<file path="src/hdl/rgb_to_hsv_assert.svh">
// ----------------------------------------------------------------------------
// rgb_to_hsv assertion macros
// Concurrent assertion wrappers; empty when SYNTHESIS is defined.
// ----------------------------------------------------------------------------
`ifndef RGB_TO_HSV_ASSERT_SVH
`define RGB_TO_HSV_ASSERT_SVH
`ifndef SYNTHESIS
`define RTH_ASSERT_IMPL(label, clk, rst, ante, cons) \
   label: assert property (@(posedge clk) disable iff (rst) (ante) |-> (cons)) \
      else $error("rgb_to_hsv: assertion failed");
`define RTH_ASSERT_NEXT(label, clk, rst, ante, cons) \
   label: assert property (@(posedge clk) disable iff (rst) (ante) |=> (cons)) \
      else $error("rgb_to_hsv: assertion failed");
`else
`define RTH_ASSERT_IMPL(label, clk, rst, ante, cons)
`define RTH_ASSERT_NEXT(label, clk, rst, ante, cons)
`endif
`endif

</file>
<file path="src/hdl/rth_pkg.sv">
// ----------------------------------------------------------------------------
// rth_pkg
// Shared widths, constants and types of the RGB to HSV converter.
// ----------------------------------------------------------------------------
package rth_pkg;

   localparam int CHAN_W         = 8;
   localparam int HUE_W          = 15;
   localparam int INNER_W        = 11;  // sector numerator, up to 6*255
   localparam int PROD_W         = 17;  // 60 * sector numerator
   localparam int SAT_NUM_W      = 16;  // delta*255 + max/2
   localparam int DEG_PER_SECTOR = 60;
   localparam int DEG_FULL       = 360;
   localparam int HUE_SECTORS    = 6;
   localparam int GREEN_BASE     = 2;
   localparam int BLUE_BASE      = 4;
   localparam int SAT_SCALE      = 255;

   typedef enum logic [1:0] {
      SECTOR_RED,
      SECTOR_GREEN,
      SECTOR_BLUE
   } sector_type;

   typedef struct packed {
      logic advance;
      logic valid;
   } pipe_ctl_type;

endpackage

</file>
<file path="src/hdl/rth_div.sv">
// ----------------------------------------------------------------------------
// rth_div
// Two-lane pipelined restoring divider, one quotient bit per stage, with a
// sideband that travels alongside. The whole pipe moves on advance.
// ----------------------------------------------------------------------------
module rth_div #(
   parameter int QUO_W  = 15,
   parameter int A_W    = 23,
   parameter int B_W    = 16,
   parameter int SIDE_W = 9
) (
   input  logic                        clock,
   input  logic                        reset,
   input  rth_pkg::pipe_ctl_type       ctl,
   input  logic [A_W-1:0]              a_num,
   input  logic [rth_pkg::CHAN_W-1:0]  a_den,
   input  logic [B_W-1:0]              b_num,
   input  logic [rth_pkg::CHAN_W-1:0]  b_den,
   input  logic [SIDE_W-1:0]           side,
   output logic                        valid_out,
   output logic [QUO_W-1:0]            a_quo,
   output logic [QUO_W-1:0]            b_quo,
   output logic [SIDE_W-1:0]           side_out
);
   import rth_pkg::*;

   localparam int AR_W = (A_W > CHAN_W + QUO_W) ? A_W : CHAN_W + QUO_W;
   localparam int BR_W = (B_W > CHAN_W + QUO_W) ? B_W : CHAN_W + QUO_W;

   logic [QUO_W-1:0]  valid_ff;
   logic [AR_W-1:0]   a_rem_ff [QUO_W];
   logic [BR_W-1:0]   b_rem_ff [QUO_W];
   logic [CHAN_W-1:0] a_den_ff [QUO_W];
   logic [CHAN_W-1:0] b_den_ff [QUO_W];
   logic [QUO_W-1:0]  a_quo_ff [QUO_W];
   logic [QUO_W-1:0]  b_quo_ff [QUO_W];
   logic [SIDE_W-1:0] side_ff  [QUO_W];

   for (genvar i = 0; i < QUO_W; i++) begin : g_stage
      localparam int K = QUO_W - 1 - i;

      logic              valid_cur;
      logic [AR_W-1:0]   a_rem_cur, a_shift;
      logic [BR_W-1:0]   b_rem_cur, b_shift;
      logic [CHAN_W-1:0] a_den_cur, b_den_cur;
      logic [QUO_W-1:0]  a_quo_cur, b_quo_cur;
      logic [SIDE_W-1:0] side_cur;
      logic              a_take, b_take;

      if (i == 0) begin : g_first
         assign valid_cur = ctl.valid;
         assign a_rem_cur = AR_W'(a_num);
         assign b_rem_cur = BR_W'(b_num);
         assign a_den_cur = a_den;
         assign b_den_cur = b_den;
         assign a_quo_cur = '0;
         assign b_quo_cur = '0;
         assign side_cur  = side;
      end else begin : g_next
         assign valid_cur = valid_ff[i-1];
         assign a_rem_cur = a_rem_ff[i-1];
         assign b_rem_cur = b_rem_ff[i-1];
         assign a_den_cur = a_den_ff[i-1];
         assign b_den_cur = b_den_ff[i-1];
         assign a_quo_cur = a_quo_ff[i-1];
         assign b_quo_cur = b_quo_ff[i-1];
         assign side_cur  = side_ff[i-1];
      end

      always_comb begin
         a_shift = AR_W'(a_den_cur) << K;
         b_shift = BR_W'(b_den_cur) << K;
         a_take  = a_rem_cur >= a_shift;
         b_take  = b_rem_cur >= b_shift;
      end

      always_ff @(posedge clock) begin
         if (reset) begin
            valid_ff[i] <= 1'b0;
         end else if (ctl.advance) begin
            valid_ff[i] <= valid_cur;
         end
      end

      always_ff @(posedge clock) begin
         if (ctl.advance) begin
            a_rem_ff[i]    <= a_take ? a_rem_cur - a_shift : a_rem_cur;
            b_rem_ff[i]    <= b_take ? b_rem_cur - b_shift : b_rem_cur;
            a_quo_ff[i]    <= a_quo_cur | (QUO_W'(a_take) << K);
            b_quo_ff[i]    <= b_quo_cur | (QUO_W'(b_take) << K);
            a_den_ff[i]    <= a_den_cur;
            b_den_ff[i]    <= b_den_cur;
            side_ff[i]     <= side_cur;
         end
      end
   end

   assign valid_out = valid_ff[QUO_W-1];
   assign a_quo     = a_quo_ff[QUO_W-1];
   assign b_quo     = b_quo_ff[QUO_W-1];
   assign side_out  = side_ff[QUO_W-1];

endmodule

</file>
<file path="src/hdl/rgb_to_hsv.sv">
// ----------------------------------------------------------------------------
// rgb_to_hsv
// Pipelined conversion of 8-bit RGB pixels to fixed-point HSV.
// ----------------------------------------------------------------------------
// Takes one pixel per clock unless the output stalls, and returns one result per
// pixel, in order. The pipe has three front stages (max/min and sector, sector
// numerator, scaled dividends), one stage per hue quotient bit in the shared
// divider pipe that also forms saturation, and the output register. When
// rsp_ready is low with a result waiting, the whole pipe holds and req_ready
// drops in the same cycle.
// Black and gray pixels give hue 0, saturation 0 and hue_undefined set.
`include "rgb_to_hsv_assert.svh"

module rgb_to_hsv #(
   parameter int HUE_FRAC_BITS = 6
) (
   input  logic                        clock,
   input  logic                        reset,
   input  logic                        req_valid,
   output logic                        req_ready,
   input  logic [rth_pkg::CHAN_W-1:0]  req_red_in,
   input  logic [rth_pkg::CHAN_W-1:0]  req_green_in,
   input  logic [rth_pkg::CHAN_W-1:0]  req_blue_in,
   output logic                        rsp_valid,
   input  logic                        rsp_ready,
   output logic [rth_pkg::HUE_W-1:0]   rsp_hue_out,
   output logic [rth_pkg::CHAN_W-1:0]  rsp_saturation_out,
   output logic [rth_pkg::CHAN_W-1:0]  rsp_value_out,
   output logic                        rsp_hue_undefined
);
   import rth_pkg::*;

   localparam int QUO_W     = 9 + HUE_FRAC_BITS;
   localparam int HUE_NUM_W = PROD_W + HUE_FRAC_BITS;
   localparam int SIDE_W    = CHAN_W + 1;
   localparam logic [QUO_W-1:0] HUE_FULL = QUO_W'(DEG_FULL) << HUE_FRAC_BITS;

   logic advance;

   // stage 1: max, min, sector
   logic              s1_valid_ff;
   logic [CHAN_W-1:0] s1_red_ff, s1_green_ff, s1_blue_ff, s1_max_ff, s1_min_ff;
   sector_type        s1_sector_ff;
   logic [CHAN_W-1:0] s1_max_in, s1_min_in;
   sector_type        s1_sector_in;

   always_comb begin
      if (req_red_in >= req_green_in && req_red_in >= req_blue_in) begin
         s1_sector_in = SECTOR_RED;
         s1_max_in    = req_red_in;
      end else if (req_green_in >= req_blue_in) begin
         s1_sector_in = SECTOR_GREEN;
         s1_max_in    = req_green_in;
      end else begin
         s1_sector_in = SECTOR_BLUE;
         s1_max_in    = req_blue_in;
      end
      s1_min_in = (req_red_in <= req_green_in) ? req_red_in : req_green_in;
      if (req_blue_in < s1_min_in) begin
         s1_min_in = req_blue_in;
      end
   end

   always_ff @(posedge clock) begin
      if (reset) begin
         s1_valid_ff <= 1'b0;
      end else if (advance) begin
         s1_valid_ff <= req_valid;
      end
   end

   always_ff @(posedge clock) begin
      if (advance) begin
         s1_red_ff    <= req_red_in;
         s1_green_ff  <= req_green_in;
         s1_blue_ff   <= req_blue_in;
         s1_max_ff    <= s1_max_in;
         s1_min_ff    <= s1_min_in;
         s1_sector_ff <= s1_sector_in;
      end
   end

   // stage 2: delta and sector numerator in units of 60 degrees
   logic               s2_valid_ff, s2_undef_ff;
   logic [CHAN_W-1:0]  s2_delta_ff, s2_max_ff;
   logic [INNER_W-1:0] s2_inner_ff;
   logic [CHAN_W-1:0]  s2_delta_in;
   logic [INNER_W-1:0] s2_inner_in, r_w, g_w, b_w, d_w;

   always_comb begin
      s2_delta_in = s1_max_ff - s1_min_ff;
      r_w = INNER_W'(s1_red_ff);
      g_w = INNER_W'(s1_green_ff);
      b_w = INNER_W'(s1_blue_ff);
      d_w = INNER_W'(s2_delta_in);
      unique case (s1_sector_ff)
         SECTOR_RED: begin
            if (g_w >= b_w) begin
               s2_inner_in = g_w - b_w;
            end else begin
               s2_inner_in = d_w * INNER_W'(HUE_SECTORS) - (b_w - g_w);
            end
         end
         SECTOR_GREEN: s2_inner_in = d_w * INNER_W'(GREEN_BASE) + b_w - r_w;
         SECTOR_BLUE:  s2_inner_in = d_w * INNER_W'(BLUE_BASE) + r_w - g_w;
         default:      s2_inner_in = '0;
      endcase
   end

   always_ff @(posedge clock) begin
      if (reset) begin
         s2_valid_ff <= 1'b0;
      end else if (advance) begin
         s2_valid_ff <= s1_valid_ff;
      end
   end

   always_ff @(posedge clock) begin
      if (advance) begin
         s2_delta_ff <= s2_delta_in;
         s2_max_ff   <= s1_max_ff;
         s2_inner_ff <= s2_inner_in;
         s2_undef_ff <= (s2_delta_in == '0);
      end
   end

   // stage 3: rounded dividends
   logic                 s3_valid_ff, s3_undef_ff;
   logic [CHAN_W-1:0]    s3_delta_ff, s3_max_ff;
   logic [HUE_NUM_W-1:0] s3_hue_num_ff, s3_hue_num_in;
   logic [SAT_NUM_W-1:0] s3_sat_num_ff, s3_sat_num_in;

   always_comb begin
      s3_hue_num_in = ((HUE_NUM_W'(s2_inner_ff) * HUE_NUM_W'(DEG_PER_SECTOR))
                       << HUE_FRAC_BITS) + HUE_NUM_W'(s2_delta_ff >> 1);
      s3_sat_num_in = SAT_NUM_W'(s2_delta_ff) * SAT_NUM_W'(SAT_SCALE)
                      + SAT_NUM_W'(s2_max_ff >> 1);
   end

   always_ff @(posedge clock) begin
      if (reset) begin
         s3_valid_ff <= 1'b0;
      end else if (advance) begin
         s3_valid_ff <= s2_valid_ff;
      end
   end

   always_ff @(posedge clock) begin
      if (advance) begin
         s3_hue_num_ff <= s3_hue_num_in;
         s3_sat_num_ff <= s3_sat_num_in;
         s3_delta_ff   <= s2_delta_ff;
         s3_max_ff     <= s2_max_ff;
         s3_undef_ff   <= s2_undef_ff;
      end
   end

   // divider pipe
   pipe_ctl_type      div_ctl;
   logic              div_valid;
   logic [QUO_W-1:0]  div_hue_quo, div_sat_quo;
   logic [SIDE_W-1:0] div_side;

   assign div_ctl.advance = advance;
   assign div_ctl.valid   = s3_valid_ff;

   rth_div #(
      .QUO_W  (QUO_W),
      .A_W    (HUE_NUM_W),
      .B_W    (SAT_NUM_W),
      .SIDE_W (SIDE_W)
   ) u_div (
      .clock     (clock),
      .reset     (reset),
      .ctl       (div_ctl),
      .a_num     (s3_hue_num_ff),
      .a_den     (s3_delta_ff),
      .b_num     (s3_sat_num_ff),
      .b_den     (s3_max_ff),
      .side      ({s3_max_ff, s3_undef_ff}),
      .valid_out (div_valid),
      .a_quo     (div_hue_quo),
      .b_quo     (div_sat_quo),
      .side_out  (div_side)
   );

   // output register
   logic              out_valid_ff, out_undef_ff;
   logic [HUE_W-1:0]  out_hue_ff, out_hue_in;
   logic [CHAN_W-1:0] out_sat_ff, out_sat_in, out_value_ff;
   logic [QUO_W-1:0]  hue_wrap;
   logic              div_undef;

   assign advance   = !out_valid_ff || rsp_ready;
   assign div_undef = div_side[0];

   always_comb begin
      hue_wrap   = (div_hue_quo >= HUE_FULL) ? div_hue_quo - HUE_FULL : div_hue_quo;
      out_hue_in = div_undef ? '0 : HUE_W'(hue_wrap);
      out_sat_in = div_undef ? '0 : CHAN_W'(div_sat_quo);
   end

   always_ff @(posedge clock) begin
      if (reset) begin
         out_valid_ff <= 1'b0;
      end else if (advance) begin
         out_valid_ff <= div_valid;
      end
   end

   always_ff @(posedge clock) begin
      if (advance) begin
         out_hue_ff   <= out_hue_in;
         out_sat_ff   <= out_sat_in;
         out_value_ff <= div_side[SIDE_W-1:1];
         out_undef_ff <= div_undef;
      end
   end

   assign req_ready          = advance;
   assign rsp_valid          = out_valid_ff;
   assign rsp_hue_out        = out_hue_ff;
   assign rsp_saturation_out = out_sat_ff;
   assign rsp_value_out      = out_value_ff;
   assign rsp_hue_undefined  = out_undef_ff;

   `RTH_ASSERT_IMPL(a_undef_zero, clock, reset, rsp_valid && rsp_hue_undefined, rsp_hue_out == '0 && rsp_saturation_out == '0)
   `RTH_ASSERT_IMPL(a_hue_range, clock, reset, rsp_valid, rsp_hue_out < HUE_FULL)
   `RTH_ASSERT_IMPL(a_color_nonzero, clock, reset, rsp_valid && !rsp_hue_undefined, rsp_saturation_out != '0 && rsp_value_out != '0)
   `RTH_ASSERT_IMPL(a_stall_source, clock, reset, !req_ready, rsp_valid && !rsp_ready)
   `RTH_ASSERT_NEXT(a_no_phantom, clock, reset, !div_valid && (!rsp_valid || rsp_ready), !rsp_valid)

endmodule

</file>
<file path="config.mk">
export PLATFORM = sky130hd
export DESIGN_NAME = rgb_to_hsv
export DESIGN_NICKNAME = d
export VERILOG_FILES = /design/src/hdl/rth_pkg.sv /design/src/hdl/rth_div.sv /design/src/hdl/rgb_to_hsv.sv
export VERILOG_INCLUDE_DIRS = /design/src /design/src/hdl
export SDC_FILE = /design/constraint.sdc
export NUM_CORES = 2
export LEC_CHECK = 0
export BUFFER_PORTS_ARGS = -buffer_cell sky130_fd_sc_hd__buf_2
export CAP_MARGIN = 30
export CORE_MARGIN = 8
export CORE_UTILIZATION = 58
export CTS_CLUSTER_DIAMETER = 50
export DETAILED_ROUTE_END_ITERATION = 8
export PLACE_DENSITY = 0.78
export SLEW_MARGIN = 20
export SYNTH_ARGS = -nofsm -noshare
export SYNTH_HDL_FRONTEND = slang
export SYNTH_SLANG_ARGS = --single-unit
</file>
<file path="constraint.sdc">
create_clock -name clock -period 39.5 [get_ports clock]
set_clock_uncertainty 0.05 [all_clocks]
set_input_delay 3.95 -clock clock [delete_from_list [all_inputs] [get_ports clock]]
set_output_delay 3.95 -clock clock [all_outputs]
set_load 0.02 [all_outputs]
</file>
# Word level (Yosys, flattened, before mapping)
# Memories as Yosys holds them, arrays and structs flattened. A register that Yosys moved wholly into a read port is not among the register bits.
# Index checks and enable logic that the tools add are counted.
# classes
n_addsub,41
mul,3
magnitude_cmp,37
eq_ne,2
n_mux,40
bitwise_logic,28
n_reduce_logical,5
# ops
op,n
2-to-1 mux 23 bit,30
>= comparator 23 x 10 -> 1 bit,2
>= comparator 23 x 11 -> 1 bit,2
>= comparator 23 x 12 -> 1 bit,2
>= comparator 23 x 13 -> 1 bit,2
>= comparator 23 x 14 -> 1 bit,2
>= comparator 23 x 15 -> 1 bit,2
>= comparator 23 x 16 -> 1 bit,2
>= comparator 23 x 17 -> 1 bit,2
>= comparator 23 x 18 -> 1 bit,2
>= comparator 23 x 19 -> 1 bit,2
>= comparator 23 x 20 -> 1 bit,2
>= comparator 23 x 21 -> 1 bit,2
>= comparator 23 x 8 -> 1 bit,2
>= comparator 23 x 9 -> 1 bit,2
subtractor 23 x 10 -> 23 bit,2
subtractor 23 x 11 -> 23 bit,2
subtractor 23 x 12 -> 23 bit,2
subtractor 23 x 13 -> 23 bit,2
subtractor 23 x 14 -> 23 bit,2
subtractor 23 x 15 -> 23 bit,2
subtractor 23 x 16 -> 23 bit,2
subtractor 23 x 17 -> 23 bit,2
subtractor 23 x 18 -> 23 bit,2
other kinds (53),80
# word_totals
ff_bits,169
ram_bits,1515
output_inout_bits,34
mem_count,7
# mem_list
memory,words,word_bits,read_ports,rd_clocked_by_memory_dff,wr,line,text
u_div.a_rem_ff,15,23,14,0,15,rth_div.sv:31,logic [AR_W-1:0] a_rem_ff [QUO_W];
u_div.b_rem_ff,15,23,14,0,15,rth_div.sv:32,logic [BR_W-1:0] b_rem_ff [QUO_W];
u_div.a_quo_ff,15,15,15,0,15,rth_div.sv:35,logic [QUO_W-1:0] a_quo_ff [QUO_W];
u_div.b_quo_ff,15,15,15,1,15,rth_div.sv:36,logic [QUO_W-1:0] b_quo_ff [QUO_W];
u_div.side_ff,15,9,15,0,15,rth_div.sv:37,logic [SIDE_W-1:0] side_ff [QUO_W];
u_div.a_den_ff,15,8,14,0,15,rth_div.sv:33,logic [CHAN_W-1:0] a_den_ff [QUO_W];
1 more memories,-,-,-,-,-,-,

# Depth between registers and ports, before layout
# logic_depth
word_depth,5
ltp_mapped,21
ltp_nobuf,21

# Cells and area by module
# Synthesis repeated with hierarchy kept, for this count alone.
# unflattened
cells_unflattened,4994
hier_area_um2,67410.9
# modules_own_cells
module,n_inst,cells_each,area_per_inst_um2,seq_area_each_um2
rth_div,1,3958,55597.1,37626.1
rgb_to_hsv,1,1036,11813.8,4584.4

# Worst setup path after synthesis
# No wires, ideal clock.
# synth_path
kind,input port to output port
startpoint,input port rsp_ready
endpoint,output port req_ready
arrival_ns,34.355
slack_ns,1.145
path_stages,3
cell_sequence,nor2b_1 > clkinv_1 > clkbuf_1
# synth_via
elab_chain_len,1
# synth_rtl
item,line,text
"start, declared",rgb_to_hsv.sv:25,"input logic rsp_ready,"
logical OR 1 bit,rgb_to_hsv.sv:194,assign advance = !out_valid_ff || rsp_ready;
"end, declared",rgb_to_hsv.sv:20,"output logic req_ready,"
# Every way passes these cells.

# Final worst setup path
# Ends and elaborated chain as after synthesis.

==> flow_summary.json <==
{
  "status": "completed",
  "r2r-start": "s1_max_ff[0]",
  "grt_max_degree": 210,
  "worstReg2RegEnd": "s2_inner_ff[10]",
  "cts_sinks": 1132,
  "cts_tree": "built",
  "fin_crit_sh": 0.2437,
  "cp.arrival_ns": 5.63,
  "synth_top_area_cell": "edfxtp_1",
  "synth.area.top_cells": "edfxtp_1 58%, ha_1 8.3%, fa_1 3.6%, inv_1 3.2%, xor2_1 3.0%",
  "clk_latency_ns": 0.70,
  "synth.net_count": 5118,
  "dpl_cell_area_um2": 60110,
  "hold_path_class": "flip-flop to flip-flop",
  "synth_flop_cell": "edfxtp_1",
  "synth-edff-count": 1113,
  "grt_util_met2": 0.3562,
  "rsz0062_at_grt": "false",
  "die_w_um": 332.1,
  "avgSynthCellArea_um2": 12.59,
  "grtUsageMet1": 0.2068,
  "nets": 5296,
  "grt_usage": 0.1878,
  "synth_cell_type_count": 77,
  "tns_ns": 0,
  "drtAntennaViolNets": 0,
  "gp_congestion": 0.8949,
  "syn_to_final_growth_pct": 11.13,
  "postLayoutCellArea_um2": 64410,
  "htree_levels": 3,
  "yosys_register_bits": 1132,
  "wl_per_cell_um": 16.94,
  "post-dp-hpwl_um": 76290,
  "yosysSeqAreaShare": 0.5832,
  "cap_violations": 0,
  "drtIter0Drc": 2224,
  "regToRegSetupSlack_ns": 34.54,
  "hold_buffers": 0,
  "worstPathRequired_ns": 35.50,
  "post-route-min-period_ns": 9.627,
  "start_util": 0.5821,
  "cts-resized-gates": 0,
  "nFillCells": 6987,
  "die_area_um2": 110300,
  "drcViolationCount": 0,
  "synth_top_area_frac": 0.5766,
  "setup_viol": 0,
  "busiest_layer": "met2",
  "cts_buffer_depth": 3,
  "synthArstFlopShare": 0,
  "slew_headroom": 0.3374,
  "num_vias": 34840,
  "vias_per_cell": 5.634,
  "worst_hold_path.num_cells": 0,
  "die_h_um": 332.1,
  "worstMarginPinSlew_ns": 0.9938,
  "grt_pass1_vias": 35790,
  "cts_buffers": 120,
  "slew_violations": 0,
  "ys.warnings.count": 0,
  "syn_inst": 4603,
  "min_to": "u_div.a_quo_ff[0][88]",
  "fin_hold_ws_ns": 0.3600,
  "port_buffers": 61,
  "clkTransAtPathRegs_ns": 0.06,
  "fmax_ghz": 0.1039,
  "antenna_cells": 0,
  "hold_viol_final": 0,
  "ios": 62,
  "synth_most_common_cell": "edfxtp_1",
  "std_cell_rows": 116,
  "worstPathMaxFanout": 91,
  "wirelength_um": 104800,
  "reg2reg_depth": 19,
  "drive_gt1_frac": 0.08086,
  "cts-root-buf": "clkbuf_16",
  "antenna_found_initial": 0,
  "ys_top_cells_by_count": "1113 x edfxtp_1, 489 x inv_1, 383 x ha_1, 301 x nand2_1, 254 x o21ai_0",
  "dr.pass1.iters": 6,
  "cp-end-kind": "output pin",
  "use_met3": 0.03183,
  "startpoint_type": "primary input",
  "hold_start": "u_div.a_quo_ff[0][73]",
  "core_area_um2": 99570,
  "postCtsSetupBuffers": 0,
  "critPathKind": "primary input to output pin",
  "netlist_area_um2": 57960,
  "grt_pass1_wl_um": 173000,
  "grt.overflow.total": 0
}
-- cells in the final DEF, fill, tap and decap left out, drive strengths merged, types with 40 or more instances in the layout --
cell type     n
edfxtp     1113
inv         501
ha          383
nand2       301
o21ai       259
nor2        254
xor2        199
a21oi       190
xnor2       161
clkbuf      152
nor3        119
fa          104
nor4        104
buf         102
nor2b        93
a21o         75
nand2b       62
mux2         59
o21a         54
o31ai        52
nand4        45
mux2i        45
or3          43
nand3        42
clkinv       40
-- layer usage --
layer,wire (um),part of all wire,vias up
met5,0,0,-
met4,4282,0.041,0
met3,4443,0.042,286
met2,55460,0.53,763
met1,40570,0.39,16650
li1,-,-,17140
-- worst max-delay path: stages --
cell	delay [ns]
buf_2	0.10
nor2b_2	0.75
inv_8	0.44
buf_2	0.36
-- cells by family after synthesis --
| logic type | share of synthesized area |
|---|---|
| flip-flops | 0.5832 |
| buffers and inverters | 0.03478 |
| XOR/XNOR | 0.05440 |
| adder cells (fa/ha/maj) | 0.1186 |
| multiplexers | 0.01923 |
| AND/OR/NAND/NOR | 0.1046 |
| AO/OA/AOI/OAI | 0.08518 |
-- worst max-delay path by stage --
stage               startpoint         to  slack [ns]  cells past startpoint
finish               rsp_ready  req_ready       29.87                      4
global route         rsp_ready  req_ready       29.75                      4
CTS                  rsp_ready  req_ready       29.86                      4
detailed placement   rsp_ready  req_ready       29.87                      4
global placement     rsp_ready  req_ready       29.93                      4
floorplan            rsp_ready  req_ready        1.15                      3
-- area by class of cell --
class | count | area (um2) | share of cell area
clock buffer | 152 | 3257 | 0.05056
clock inverter | 74 | 927.1 | 0.01439
inverter | 490 | 1847 | 0.02867
multi-input combinational | 2935 | 22190 | 0.3445
sequential | 1132 | 33800 | 0.5248
tap | 1298 | 1624 | 0.02521
timing repair buffer | 102 | 760.7 | 0.01181
-- registers in the layout, summed over array words and instances (netlist names), 11 cells and up --
| signal | cells |
|---|---|
| rsp_hue_out | 15 |
| u_div.b_quo_ff | 36 |
| s3_hue_num_ff | 16 |
| u_div.side_ff | 81 |
| u_div.b_den_ff | 54 |
| s2_inner_ff | 11 |
| u_div.a_quo_ff | 120 |
| u_div.b_rem_ff | 322 |
| u_div.a_den_ff | 104 |
| u_div.a_rem_ff | 246 |
| u_div.g_stage.valid_cur | 14 |
| s3_sat_num_ff | 16 |
-- stage by stage --
step / util / setup slack [ns] / instances
after floorplan: - / 1.145 / 4603
after detailed placement: 0.6037 / 29.87 / 5952
final: 0.6469 / 29.87 / 6183
after global routing: 0.6469 / 29.75 / 6183
after CTS: 0.6457 / 29.86 / 6178
after global placement: 0.6027 / 29.93 / 5945
Power is left out: the tool's default activity adds up to more than one toggle a clock period on the data nets, which glitch-free logic cannot reach.
